===== src/rtl/cvrd_pkg.sv =====
// Shared types and constants for the cell voltage response decoder.
package cvrd_pkg;

   localparam logic [7:0]  POSITIVE_RESPONSE = 8'h61;
   localparam logic [7:0]  GROUP_RESET       = 8'd2;
   localparam logic [6:0]  COUNT_LIMIT       = 7'd127;
   localparam logic [22:0] SUM_LIMIT         = 23'h7FFFFF;
   localparam int          QUEUE_DEPTH       = 4;
   localparam int          QUEUE_PTR_W       = $clog2(QUEUE_DEPTH);

   typedef struct packed {
      logic [7:0] data_byte;
      logic       last_byte;
   } cvrd_req_type;

   typedef struct packed {
      logic        is_summary;
      logic [6:0]  cell_index;
      logic [15:0] cell_mv;
      logic        decode_ok;
      logic [6:0]  reading_count;
      logic [15:0] min_mv;
      logic [15:0] max_mv;
      logic [15:0] spread_mv;
      logic [22:0] sum_mv;
   } cvrd_rsp_type;

   // Work handed from the byte classifier to the statistics stage.
   typedef struct packed {
      logic        is_cell;
      logic        last;
      logic [15:0] mv;
   } cvrd_op_type;

endpackage


===== src/rtl/cvrd_front.sv =====
// Byte classifier: header check, byte pairing and the per-payload reading limit.
module cvrd_front
   import cvrd_pkg::*;
#(
   parameter int ECHO_LEN  = 2,
   parameter int MAX_CELLS = 96
) (
   input  logic         clock,
   input  logic         reset,
   input  logic [7:0]   expected_group,
   input  logic         req_valid,
   output logic         req_stall,
   input  cvrd_req_type req_data,
   output logic         op_push,
   output cvrd_op_type  op_data,
   input  logic         op_full
);

   localparam int POS_W  = $clog2(ECHO_LEN + 1);
   localparam int SEEN_W = $clog2(MAX_CELLS + 1);

   logic [POS_W-1:0]  pos_ff, pos_in;
   logic              hdr_ok_ff, hdr_ok_in;
   logic              phase_ff, phase_in;
   logic [7:0]        pend_ff, pend_in;
   logic [SEEN_W-1:0] seen_ff, seen_in;
   logic              accept;
   logic              is_cell;

   assign req_stall = op_full;
   assign accept    = req_valid && !req_stall;

   always_comb begin
      pos_in    = pos_ff;
      hdr_ok_in = hdr_ok_ff;
      phase_in  = phase_ff;
      pend_in   = pend_ff;
      seen_in   = seen_ff;
      is_cell   = 1'b0;
      if (pos_ff < POS_W'(ECHO_LEN)) begin
         if (pos_ff == '0) begin
            hdr_ok_in = (req_data.data_byte == POSITIVE_RESPONSE);
         end else if (pos_ff == POS_W'(1)) begin
            hdr_ok_in = hdr_ok_ff && (req_data.data_byte == expected_group);
         end
         pos_in = pos_ff + POS_W'(1);
      end else if (hdr_ok_ff && (seen_ff < SEEN_W'(MAX_CELLS))) begin
         if (!phase_ff) begin
            pend_in  = req_data.data_byte;
            phase_in = 1'b1;
         end else begin
            phase_in = 1'b0;
            seen_in  = seen_ff + SEEN_W'(1);
            is_cell  = 1'b1;
         end
      end
      if (req_data.last_byte) begin
         pos_in    = '0;
         hdr_ok_in = 1'b0;
         phase_in  = 1'b0;
         seen_in   = '0;
      end
   end

   // Bytes that yield no result never enter the queue.
   assign op_push         = accept && (is_cell || req_data.last_byte);
   assign op_data.is_cell = is_cell;
   assign op_data.last    = req_data.last_byte;
   assign op_data.mv      = {pend_ff, req_data.data_byte};

   always_ff @(posedge clock) begin
      if (reset) begin
         pos_ff    <= '0;
         hdr_ok_ff <= 1'b0;
         phase_ff  <= 1'b0;
         seen_ff   <= '0;
      end else if (accept) begin
         pos_ff    <= pos_in;
         hdr_ok_ff <= hdr_ok_in;
         phase_ff  <= phase_in;
         seen_ff   <= seen_in;
      end
      if (accept) begin
         pend_ff <= pend_in;
      end
   end

   // Pairing only starts once the whole echo header has gone by.
   a_phase_after_header: assert property (@(posedge clock) disable iff (reset)
      phase_ff |-> (pos_ff == POS_W'(ECHO_LEN)))
      else $error("pair phase set inside the header");

endmodule


===== src/rtl/cvrd_queue.sv =====
// Short register queue between the classifier and the statistics stage.
module cvrd_queue
   import cvrd_pkg::*;
(
   input  logic        clock,
   input  logic        reset,
   input  logic        push,
   input  cvrd_op_type push_data,
   output logic        full,
   input  logic        pop,
   output logic        not_empty,
   output cvrd_op_type head
);

   cvrd_op_type            slot_ff [QUEUE_DEPTH];
   logic [QUEUE_PTR_W-1:0] wr_ptr_ff, rd_ptr_ff;
   logic [QUEUE_PTR_W:0]   count_ff, count_in;
   logic                   do_pop;

   assign full      = (count_ff == (QUEUE_PTR_W+1)'(QUEUE_DEPTH));
   assign not_empty = (count_ff != '0);
   assign head      = slot_ff[rd_ptr_ff];
   assign do_pop    = pop && not_empty;

   always_comb begin
      count_in = count_ff;
      if (push && !do_pop) begin
         count_in = count_ff + (QUEUE_PTR_W+1)'(1);
      end else if (do_pop && !push) begin
         count_in = count_ff - (QUEUE_PTR_W+1)'(1);
      end
   end

   always_ff @(posedge clock) begin
      if (reset) begin
         wr_ptr_ff <= '0;
         rd_ptr_ff <= '0;
         count_ff  <= '0;
      end else begin
         count_ff <= count_in;
         if (push) begin
            wr_ptr_ff <= wr_ptr_ff + QUEUE_PTR_W'(1);
         end
         if (do_pop) begin
            rd_ptr_ff <= rd_ptr_ff + QUEUE_PTR_W'(1);
         end
      end
      if (push) begin
         slot_ff[wr_ptr_ff] <= push_data;
      end
   end

   a_no_overflow: assert property (@(posedge clock) disable iff (reset)
      full |-> !push)
      else $error("item pushed into a full queue");

endmodule


===== src/rtl/cvrd_back.sv =====
// Statistics stage: running min, max and sum, and the result output register.
module cvrd_back
   import cvrd_pkg::*;
(
   input  logic         clock,
   input  logic         reset,
   input  logic         op_valid,
   input  cvrd_op_type  op_data,
   output logic         op_pop,
   output logic         rsp_valid,
   input  logic         rsp_stall,
   output cvrd_rsp_type rsp_data
);

   logic [6:0]   count_ff, count_in;
   logic [15:0]  low_ff, low_in;
   logic [15:0]  high_ff, high_in;
   logic [22:0]  sum_ff, sum_in;
   logic         cell_done_ff, cell_done_in;
   logic         rsp_valid_ff;
   cvrd_rsp_type rsp_ff, rsp_in;
   logic         load;
   logic         emit_cell;
   logic [23:0]  sum_wide;

   assign load      = op_valid && (!rsp_valid_ff || !rsp_stall);
   assign emit_cell = op_data.is_cell && !cell_done_ff;
   assign sum_wide  = {1'b0, sum_ff} + {8'd0, op_data.mv};

   always_comb begin
      count_in     = count_ff;
      low_in       = low_ff;
      high_in      = high_ff;
      sum_in       = sum_ff;
      cell_done_in = cell_done_ff;
      rsp_in       = '0;
      op_pop       = 1'b0;
      if (load) begin
         if (emit_cell) begin
            rsp_in.cell_index = count_ff;
            rsp_in.cell_mv    = op_data.mv;
            if (count_ff == '0) begin
               low_in  = op_data.mv;
               high_in = op_data.mv;
            end else begin
               if (op_data.mv < low_ff) low_in = op_data.mv;
               if (op_data.mv > high_ff) high_in = op_data.mv;
            end
            sum_in = (sum_wide > {1'b0, SUM_LIMIT}) ? SUM_LIMIT : sum_wide[22:0];
            if (count_ff != COUNT_LIMIT) begin
               count_in = count_ff + 7'd1;
            end
            // A pair that closes the payload stays at the queue head to give its summary.
            cell_done_in = op_data.last;
            op_pop       = !op_data.last;
         end else begin
            rsp_in.is_summary = 1'b1;
            if (count_ff != '0) begin
               rsp_in.decode_ok     = 1'b1;
               rsp_in.reading_count = count_ff;
               rsp_in.min_mv        = low_ff;
               rsp_in.max_mv        = high_ff;
               rsp_in.spread_mv     = high_ff - low_ff;
               rsp_in.sum_mv        = sum_ff;
            end
            count_in     = '0;
            low_in       = '0;
            high_in      = '0;
            sum_in       = '0;
            cell_done_in = 1'b0;
            op_pop       = 1'b1;
         end
      end
   end

   always_ff @(posedge clock) begin
      if (reset) begin
         count_ff     <= '0;
         low_ff       <= '0;
         high_ff      <= '0;
         sum_ff       <= '0;
         cell_done_ff <= 1'b0;
         rsp_valid_ff <= 1'b0;
      end else begin
         count_ff     <= count_in;
         low_ff       <= low_in;
         high_ff      <= high_in;
         sum_ff       <= sum_in;
         cell_done_ff <= cell_done_in;
         if (load) begin
            rsp_valid_ff <= 1'b1;
         end else if (!rsp_stall) begin
            rsp_valid_ff <= 1'b0;
         end
      end
      if (load) begin
         rsp_ff <= rsp_in;
      end
   end

   assign rsp_valid = rsp_valid_ff;
   assign rsp_data  = rsp_ff;

   a_summary_clears: assert property (@(posedge clock) disable iff (reset)
      (load && !emit_cell) |=> (count_ff == '0) && (sum_ff == '0) && !cell_done_ff)
      else $error("statistics not cleared after a summary");

   a_min_le_max: assert property (@(posedge clock) disable iff (reset)
      (count_ff != '0) |-> (low_ff <= high_ff))
      else $error("running minimum above running maximum");

   a_pending_summary: assert property (@(posedge clock) disable iff (reset)
      cell_done_ff |-> op_valid && op_data.last)
      else $error("summary pending without a last item at the queue head");

endmodule


===== src/rtl/cell_voltage_response_decoder.sv =====
// Top level of the cell voltage response decoder.
//
// Request channel (req_valid, req_stall, req_data) carries one payload byte per
// item with a flag on the final byte. Response channel (rsp_valid, rsp_stall,
// rsp_data) returns a cell result for every completed big-endian byte pair after
// a matching echo header, up to MAX_CELLS, and a summary result after the last
// byte of each payload. csr_we/csr_wdata write the group code that byte 1 must
// echo; it resets to 2. The user must write it only while the block is idle;
// the block does not enforce it. One byte is taken every cycle unless req_stall
// is high. A result passes through the queue, then the output register. A byte
// that completes a pair and ends the payload gives a cell result, then a
// summary, in the statistics stage; the four-entry queue absorbs this, so the
// sustained rate stays at one byte per cycle unless the receiver stalls. When
// it stalls, the output register holds its result, the queue fills, and
// req_stall rises once the queue is full; no results are lost or repeated.
// Reset clears the payload state, the queue and the output valid.
module cell_voltage_response_decoder
   import cvrd_pkg::*;
#(
   parameter int ECHO_LEN  = 2,
   parameter int MAX_CELLS = 96
) (
   input  logic         clock,
   input  logic         reset,
   input  logic         csr_we,
   input  logic [7:0]   csr_wdata,
   input  logic         req_valid,
   output logic         req_stall,
   input  cvrd_req_type req_data,
   output logic         rsp_valid,
   input  logic         rsp_stall,
   output cvrd_rsp_type rsp_data
);

   logic [7:0]  group_ff;
   logic        op_push;
   cvrd_op_type op_in;
   logic        op_full;
   logic        op_pop;
   logic        op_valid;
   cvrd_op_type op_head;

   always_ff @(posedge clock) begin
      if (reset) begin
         group_ff <= GROUP_RESET;
      end else if (csr_we) begin
         group_ff <= csr_wdata;
      end
   end

   cvrd_front #(
      .ECHO_LEN  (ECHO_LEN),
      .MAX_CELLS (MAX_CELLS)
   ) u_front (
      .clock          (clock),
      .reset          (reset),
      .expected_group (group_ff),
      .req_valid      (req_valid),
      .req_stall      (req_stall),
      .req_data       (req_data),
      .op_push        (op_push),
      .op_data        (op_in),
      .op_full        (op_full)
   );

   cvrd_queue u_queue (
      .clock     (clock),
      .reset     (reset),
      .push      (op_push),
      .push_data (op_in),
      .full      (op_full),
      .pop       (op_pop),
      .not_empty (op_valid),
      .head      (op_head)
   );

   cvrd_back u_back (
      .clock     (clock),
      .reset     (reset),
      .op_valid  (op_valid),
      .op_data   (op_head),
      .op_pop    (op_pop),
      .rsp_valid (rsp_valid),
      .rsp_stall (rsp_stall),
      .rsp_data  (rsp_data)
   );

endmodule


===== config.mk =====
export PLATFORM = sky130hd
export DESIGN_NAME = cell_voltage_response_decoder
export DESIGN_NICKNAME = d
export VERILOG_FILES = /design/src/rtl/cvrd_pkg.sv /design/src/rtl/cvrd_front.sv /design/src/rtl/cvrd_queue.sv /design/src/rtl/cvrd_back.sv /design/src/rtl/cell_voltage_response_decoder.sv
export SDC_FILE = /design/constraint.sdc
export NUM_CORES = 1
export LEC_CHECK = 0
export BUFFER_PORTS_ARGS = -buffer_cell sky130_fd_sc_hd__buf_2
export CORE_MARGIN = 2
export CORE_UTILIZATION = 50
export DETAILED_ROUTE_END_ITERATION = 12
export PLACE_DENSITY = 0.72
export SETUP_SLACK_MARGIN = 0.1
export SLEW_MARGIN = 40
export SYNTH_ARGS = -nofsm -noshare
export SYNTH_HDL_FRONTEND = slang
export SYNTH_SLANG_ARGS = --single-unit

===== constraint.sdc =====
create_clock -name clock -period 7.75 [get_ports clock]
set_input_delay 0.3875 -clock clock [delete_from_list [all_inputs] [get_ports clock]]
set_output_delay 0.3875 -clock clock [all_outputs]
set_load 0.02 [all_outputs]

---- Yosys cells after proc, flatten, opt, wreduce, memory -nomap -nowiden ----
Memories as Yosys holds them, arrays and structs flattened. A register that Yosys moved wholly into a read port is not among the register bits.
Index checks and enable logic that the tools add are counted.
storage, ports and cells
  flip-flop bits (word level) ............. 201
  memory bits (writable) .................. 72
  input port bits ......................... 22
  output and inout port bits .............. 105
  word-level logic and storage cells ...... 128
  memories kept ........................... 1
operators by class
  add/sub/neg operators ................... 9
  $lt $le $gt $ge ......................... 5
  equal/unequal tests ..................... 10
  multiplexer cells ....................... 40
  bitwise logic cells ..................... 3
  reductions and logical operators ........ 36
memory list
  memory           words  width  read ports  clocked after memory_dff  write ports  RTL line          source
  u_queue.slot_ff  4      18     1           1                         1            cvrd_queue.sv:15  cvrd_op_type slot_ff [QUEUE_DEPTH];
operators with widths
  cell                  number
  $mux 16               6
  $mux 79               1
  $mux 23               2
  $mux 7                6
  $add 23x16->24        1
  $gt 24x23->1 const B  1
  $mux 1                19
  $gt 16x16->1          1
  $lt 16x16->1          1
  $sub 16x16->16        1
  $add 7x1->7 const B   2
  $logic_and 1x1->1     9
  $eq 8x7->1 const B    1
  $eq 8x8->1            1
  $mux 2                4
  $reduce_and 2->1      4
  $reduce_and 4->1      2
  $reduce_bool 2->1     4
  $logic_not 1->1       7
  $logic_not 7->1       1
  $lt 7x7->1 const B    1
  $ne 7x7->1 const B    1
  $reduce_bool 7->1     1
  $add 2x1->2 const B   3
  other kinds (15)      23

---- Longest topological paths before layout ----
  depth in word-level cells ............... 10
  mapped depth ............................ 13
  depth with buffers taken out ............ 12

---- Cells and area by module ----
Synthesis repeated with hierarchy kept, for this count alone.
second synthesis, totals
  cells, all modules ...................... 1024
  area, all modules ....................... 12614.6 um^2
by module, submodules not included
  module                         instances  cells each  area an instance (um^2)  seq. area each (um^2)
  cvrd_back                      1          759         8216.6                   4374.2
  cvrd_queue                     1          138         3083.0                   2342.2
  cvrd_front                     1          101         1024.7                   460.4
  cell_voltage_response_decoder  1          26          290.3                    160.2

---- Least setup slack after synthesis ----
Ideal clock, no wire load.
  path type ............................... reg-to-reg
  start ................................... register u_queue.count_ff[0]
  end ..................................... register u_back.count_ff[1]
  library setup time ...................... 0.132 ns
  data arrival time ....................... 4.591 ns
  data required time ...................... 7.618 ns
  setup slack ............................. 3.027 ns
  stages on the path, launching flop included .. 8
  buffers on the path ..................... 1
  clock period less this slack ............ 4.723 ns
  cell sequence ........................... dfxtp_1 nor3_1 a21o_1 clkinv_1 clkbuf_1 o21ai_0 nand2_1 a21oi_1
between the ends
  longest elaborated chain between the ends .. 3
ends and longest elaborated chain
  element                     RTL line          source
  start, declared             cvrd_queue.sv:17  logic [QUEUE_PTR_W:0] count_ff, count_in;
  start signal, assigned      cvrd_queue.sv:40  count_ff <= count_in;
  $reduce_bool 3->1           cvrd_queue.sv:21  assign not_empty = (count_ff != '0);
  $logic_and 1x1->1           cvrd_back.sv:26   assign load = op_valid && (!rsp_valid_ff || !rsp_stall);
  net u_back.load             cvrd_back.sv:22   logic load;
  $reduce_and 2->1 (no line)  --
  end signal, assigned        cvrd_back.sv:85   count_ff <= count_in;
  end, declared               cvrd_back.sv:15   logic [6:0] count_ff, count_in;
The timed path passes the listed nets, and every way through them passes these cells.
A chain may end at the register's enable or synchronous reset.

==> impl_metrics.py <==
metrics = {
    "worst_setup_path": {
        "worstSetupPathType": "flop to flop",
        "crit_buf_inv": 1,
        "crit_top_cell": "o21ai_0",
        "timing.rr.end": "u_back.sum_ff[18]",
        "arrival_ns": 4.98,
        "cpPeakStageDelay_ns": 0.69,
        "crit_path_max_fanout": 22,
        "cp-end-kind": "flop",
        "reg2regPathDepth": 11,
        "worstPathCellList": "buf_4 > mux4_1 > ha_1 > o21ai_0 > o21ai_0 > a41oi_1 > o31ai_1 > o211a_1 > o2111a_1 > o22ai_1 > nor4_1",
        "crit_slowest_cell": "mux4_1",
        "r2r_slack_ns": 3.21,
        "startpoint_type": "flop",
        "critPathTopFamily": "compound AO/OA/AOI/OAI gates",
        "crit_end": "u_back.sum_ff[18]",
        "cp.depth": 11,
        "required_ns": 8.20,
    },
    "synthesis": {
        "synth_area_leaders": "edfxtp_1, dfxtp_1, ha_1",
        "ys_seq_elements": 275,
        "syn-num-nets": 1116,
        "synth.avg_cell_area_sq_um": 12.2,
        "synth_top_area_share_pct": 44.3,
        "syn_inst": 1019,
        "yosysUniqueCellTypes": 63,
        "ys_seq_area_share_pct": 59.2,
        "synth_common_cells": "edfxtp_1, nor2_1, dfxtp_1",
        "synth-edff-count": 183,
        "postSynth.asyncResetShare_pct": 0,
        "netlist_area_sq_um": 12400,
        "synth_warnings": 0,
        "ys.flop_type": "edfxtp_1",
        "yosysTopAreaCell": "edfxtp_1",
        "synth.most_common_cell": "edfxtp_1",
    },
    "cells_and_area": {
        "area_growth_pct": 15.1,
        "diodes": 0,
        "stdcell_count": 1496,
        "final_net_count": 1247,
        "drive_above_1_share_pct": 18.1,
    },
    "sta": {
        "setup_tns_ns": 0,
        "fin_crit_ns": 4.54,
        "fin_crit_sh_pct": 58.5,
        "rsz0062_at_grt": "no",
        "tightest_slew_ns": 0.815,
        "skew_ns": 0.0216,
        "fmax_mhz": 220,
        "max-slew-margin-rel_pct": 45.6,
        "finalSetupViolations": 0,
        "hold_viol_final": 0,
        "final_max_slew_viol_count": 0,
    },
    "route": {
        "drc": 0,
        "via_count": 8005,
        "dr.pass1.iters": 5,
        "viasPerCell": 5.35,
        "wl_per_cell_um": 16.9,
        "ant_nets": 0,
        "drt_iter0_markers": 532,
        "wl_um": 25300,
    },
    "grt": {
        "grt_use_met1_pct": 27.0,
        "track_usage_pct": 19.3,
        "antenna_found_initial": 0,
        "grt_pass1_wl_um": 40000,
        "grt_use_met3_pct": 2.36,
        "grt_util_met2_pct": 32.7,
        "grt_max_degree": 68,
        "grt_pass1_vias": 7666,
        "grt.overflow.total": 0,
        "grt_busiest_layer": "met2",
    },
    "clock_tree": {
        "htreeDepth": 1,
        "ctsHoldBuffers": 0,
        "cts.sinks": 275,
        "cts_root_buffer": "clkbuf_16",
        "cts_resized": 0,
        "path_clk_slew_ns": 0.06,
        "numCtsBuffers": 28,
        "cts_buffer_depth": 3,
        "insertion_delay_ns": 0.54,
        "post-cts-setup-buffers": 0,
        "cts_tree": "yes",
    },
    "status": {
        "status": "finished clean",
    },
    "floorplanning": {
        "core_area_sq_um": 24300,
        "num_rows": 57,
        "die_area_sq_um": 26100,
        "die_h_um": 161,
        "die_x_um": 161,
        "initial_utilization_pct": 51.0,
        "top_level_ports": 127,
    },
    "power": {
        "p_leak_nw": 5.76,
        "irDropWorstVdd_uv": 223,
        "powerDensity_nw_per_um2": 444,
    },
    "placement": {
        "dp_cells": 1444,
        "dpl.hpwl_um": 17400,
        "port_buffers": 126,
        "gp_congestion": 0.892,
    },
    "run": {
        "cap_violations": 0,
    },
    "hold_path": {
        "min_path_type": "input port to flop",
    },
}
-- worst min-delay path by stage --
stage / cells after the start / endpoint / startpoint / slack [ns]
CTS: 2 / group_ff[1] / csr_wdata[1] / 0.05
floorplan: 2 / u_back.sum_ff[0] / u_back.sum_ff[0] / 0.43
global route: 2 / group_ff[1] / csr_wdata[1] / 0.07
finish: 2 / group_ff[1] / csr_wdata[1] / 0.07
detailed placement: 2 / u_back.sum_ff[14] / u_back.sum_ff[14] / 0.45
global placement: 2 / u_back.sum_ff[6] / u_back.sum_ff[6] / 0.44
-- metrics by stage --
step                      utilization (%)  total power (W)  hold slack (ns)  instance area [sq um]  setup WS (ns)
after floorplan                         -          0.00432            0.430                  12400           3.03
after global placement               54.9          0.00500            0.441                  13400           3.38
after detailed placement             55.0          0.00505            0.452                  13400           3.22
after CTS                            58.7          0.00637           0.0529                  14300           3.20
after global routing                 58.7          0.00672           0.0715                  14300           2.85
final                                58.7          0.00634           0.0655                  14300           3.21
-- metal layers --
layer | up-vias | routed length [um]
met3 | 32 | 1320
met1 | 3807 | 11500
met4 | 0 | 427
met5 | - | 0
met2 | 223 | 12100
li1 | 3943 | -
-- layout make-up --
cell class	instances	area [sq um]
multi-input cells	658	4730
flip-flops and latches	275	7340
inverters	53	201
fillers	1964	10000
well taps	324	405
repair buffers	134	691
clock inverters	16	139
clock buffers	36	762
-- logic make-up after synthesis --
family | count (synthesis) | share of synthesized area, %
AOI/OAI and AO/OA | 149 | 7.58
xor gates and xnor gates | 48 | 3.39
adders and majority gates | 75 | 7.75
buffers and inverters | 86 | 2.82
DFF | 275 | 59.2
muxes | 59 | 6.63
and+or+nand+nor | 327 | 12.7
-- worst reg2reg max path, cell delays in order (launching register included) --
cell      delay [ns]
dfxtp_1         0.61
buf_4           0.34
mux4_1          0.70
ha_1            0.40
o21ai_0         0.13
o21ai_0         0.28
a41oi_1         0.20
o31ai_1         0.50
o211a_1         0.25
o2111a_1        0.66
o22ai_1         0.14
nor4_1          0.26
-- placed cells by master, fill, tap and decap left out, types with 7 or more instances in the layout --
| cell type | Yosys | final |
|---|---|---|
| a21o_1 | 16 | 16 |
| a21oi_1 | 37 | 37 |
| a31oi_1 | 10 | 10 |
| and2_1 | 31 | 27 |
| and2_2 | 3 | 7 |
| and3_1 | 26 | 26 |
| buf_2 | 2 | 126 |
| buf_4 | 0 | 8 |
| clkbuf_16 | 0 | 29 |
| clkinv_2 | 0 | 8 |
| dfxtp_1 | 92 | 91 |
| edfxtp_1 | 183 | 183 |
| ha_1 | 72 | 72 |
| inv_1 | 51 | 51 |
| mux2i_1 | 42 | 42 |
| mux4_2 | 12 | 12 |
| nand2_1 | 63 | 63 |
| nand3_1 | 12 | 12 |
| nand4_1 | 9 | 9 |
| nor2_1 | 130 | 130 |
| nor2b_1 | 9 | 9 |
| nor3_1 | 12 | 11 |
| o21ai_0 | 43 | 43 |
| xnor2_1 | 21 | 21 |
| xor2_1 | 27 | 27 |
-- flip-flops by register name (all words and copies together), names as in the netlist, named ones only --
signal and flops:
u_queue.count_ff 3, u_back.high_ff 16, u_front.pend_ff 8, u_front.pos_ff 2
u_back.rsp_valid 1, u_queue.rd_ptr_ff 2, u_back.cell_done_ff 1, u_back.low_ff 16
u_front.hdr_ok_ff 1, u_front.phase_ff 1, u_back.sum_ff 23, group_ff 8
u_back.count_ff 7, u_queue.wr_ptr_ff 2, u_queue.slot_ff 72, u_front.seen_ff 7
u_back.rsp_data 103
-- where the power goes --
part,internal [W],total (W),switching [W]
logic,0.00101,0.00277,0.00176
clock network,0.000761,0.00131,0.000547
registers,0.00208,0.00226,0.000183
No activity file was read; power rests on OpenSTA's default activity.
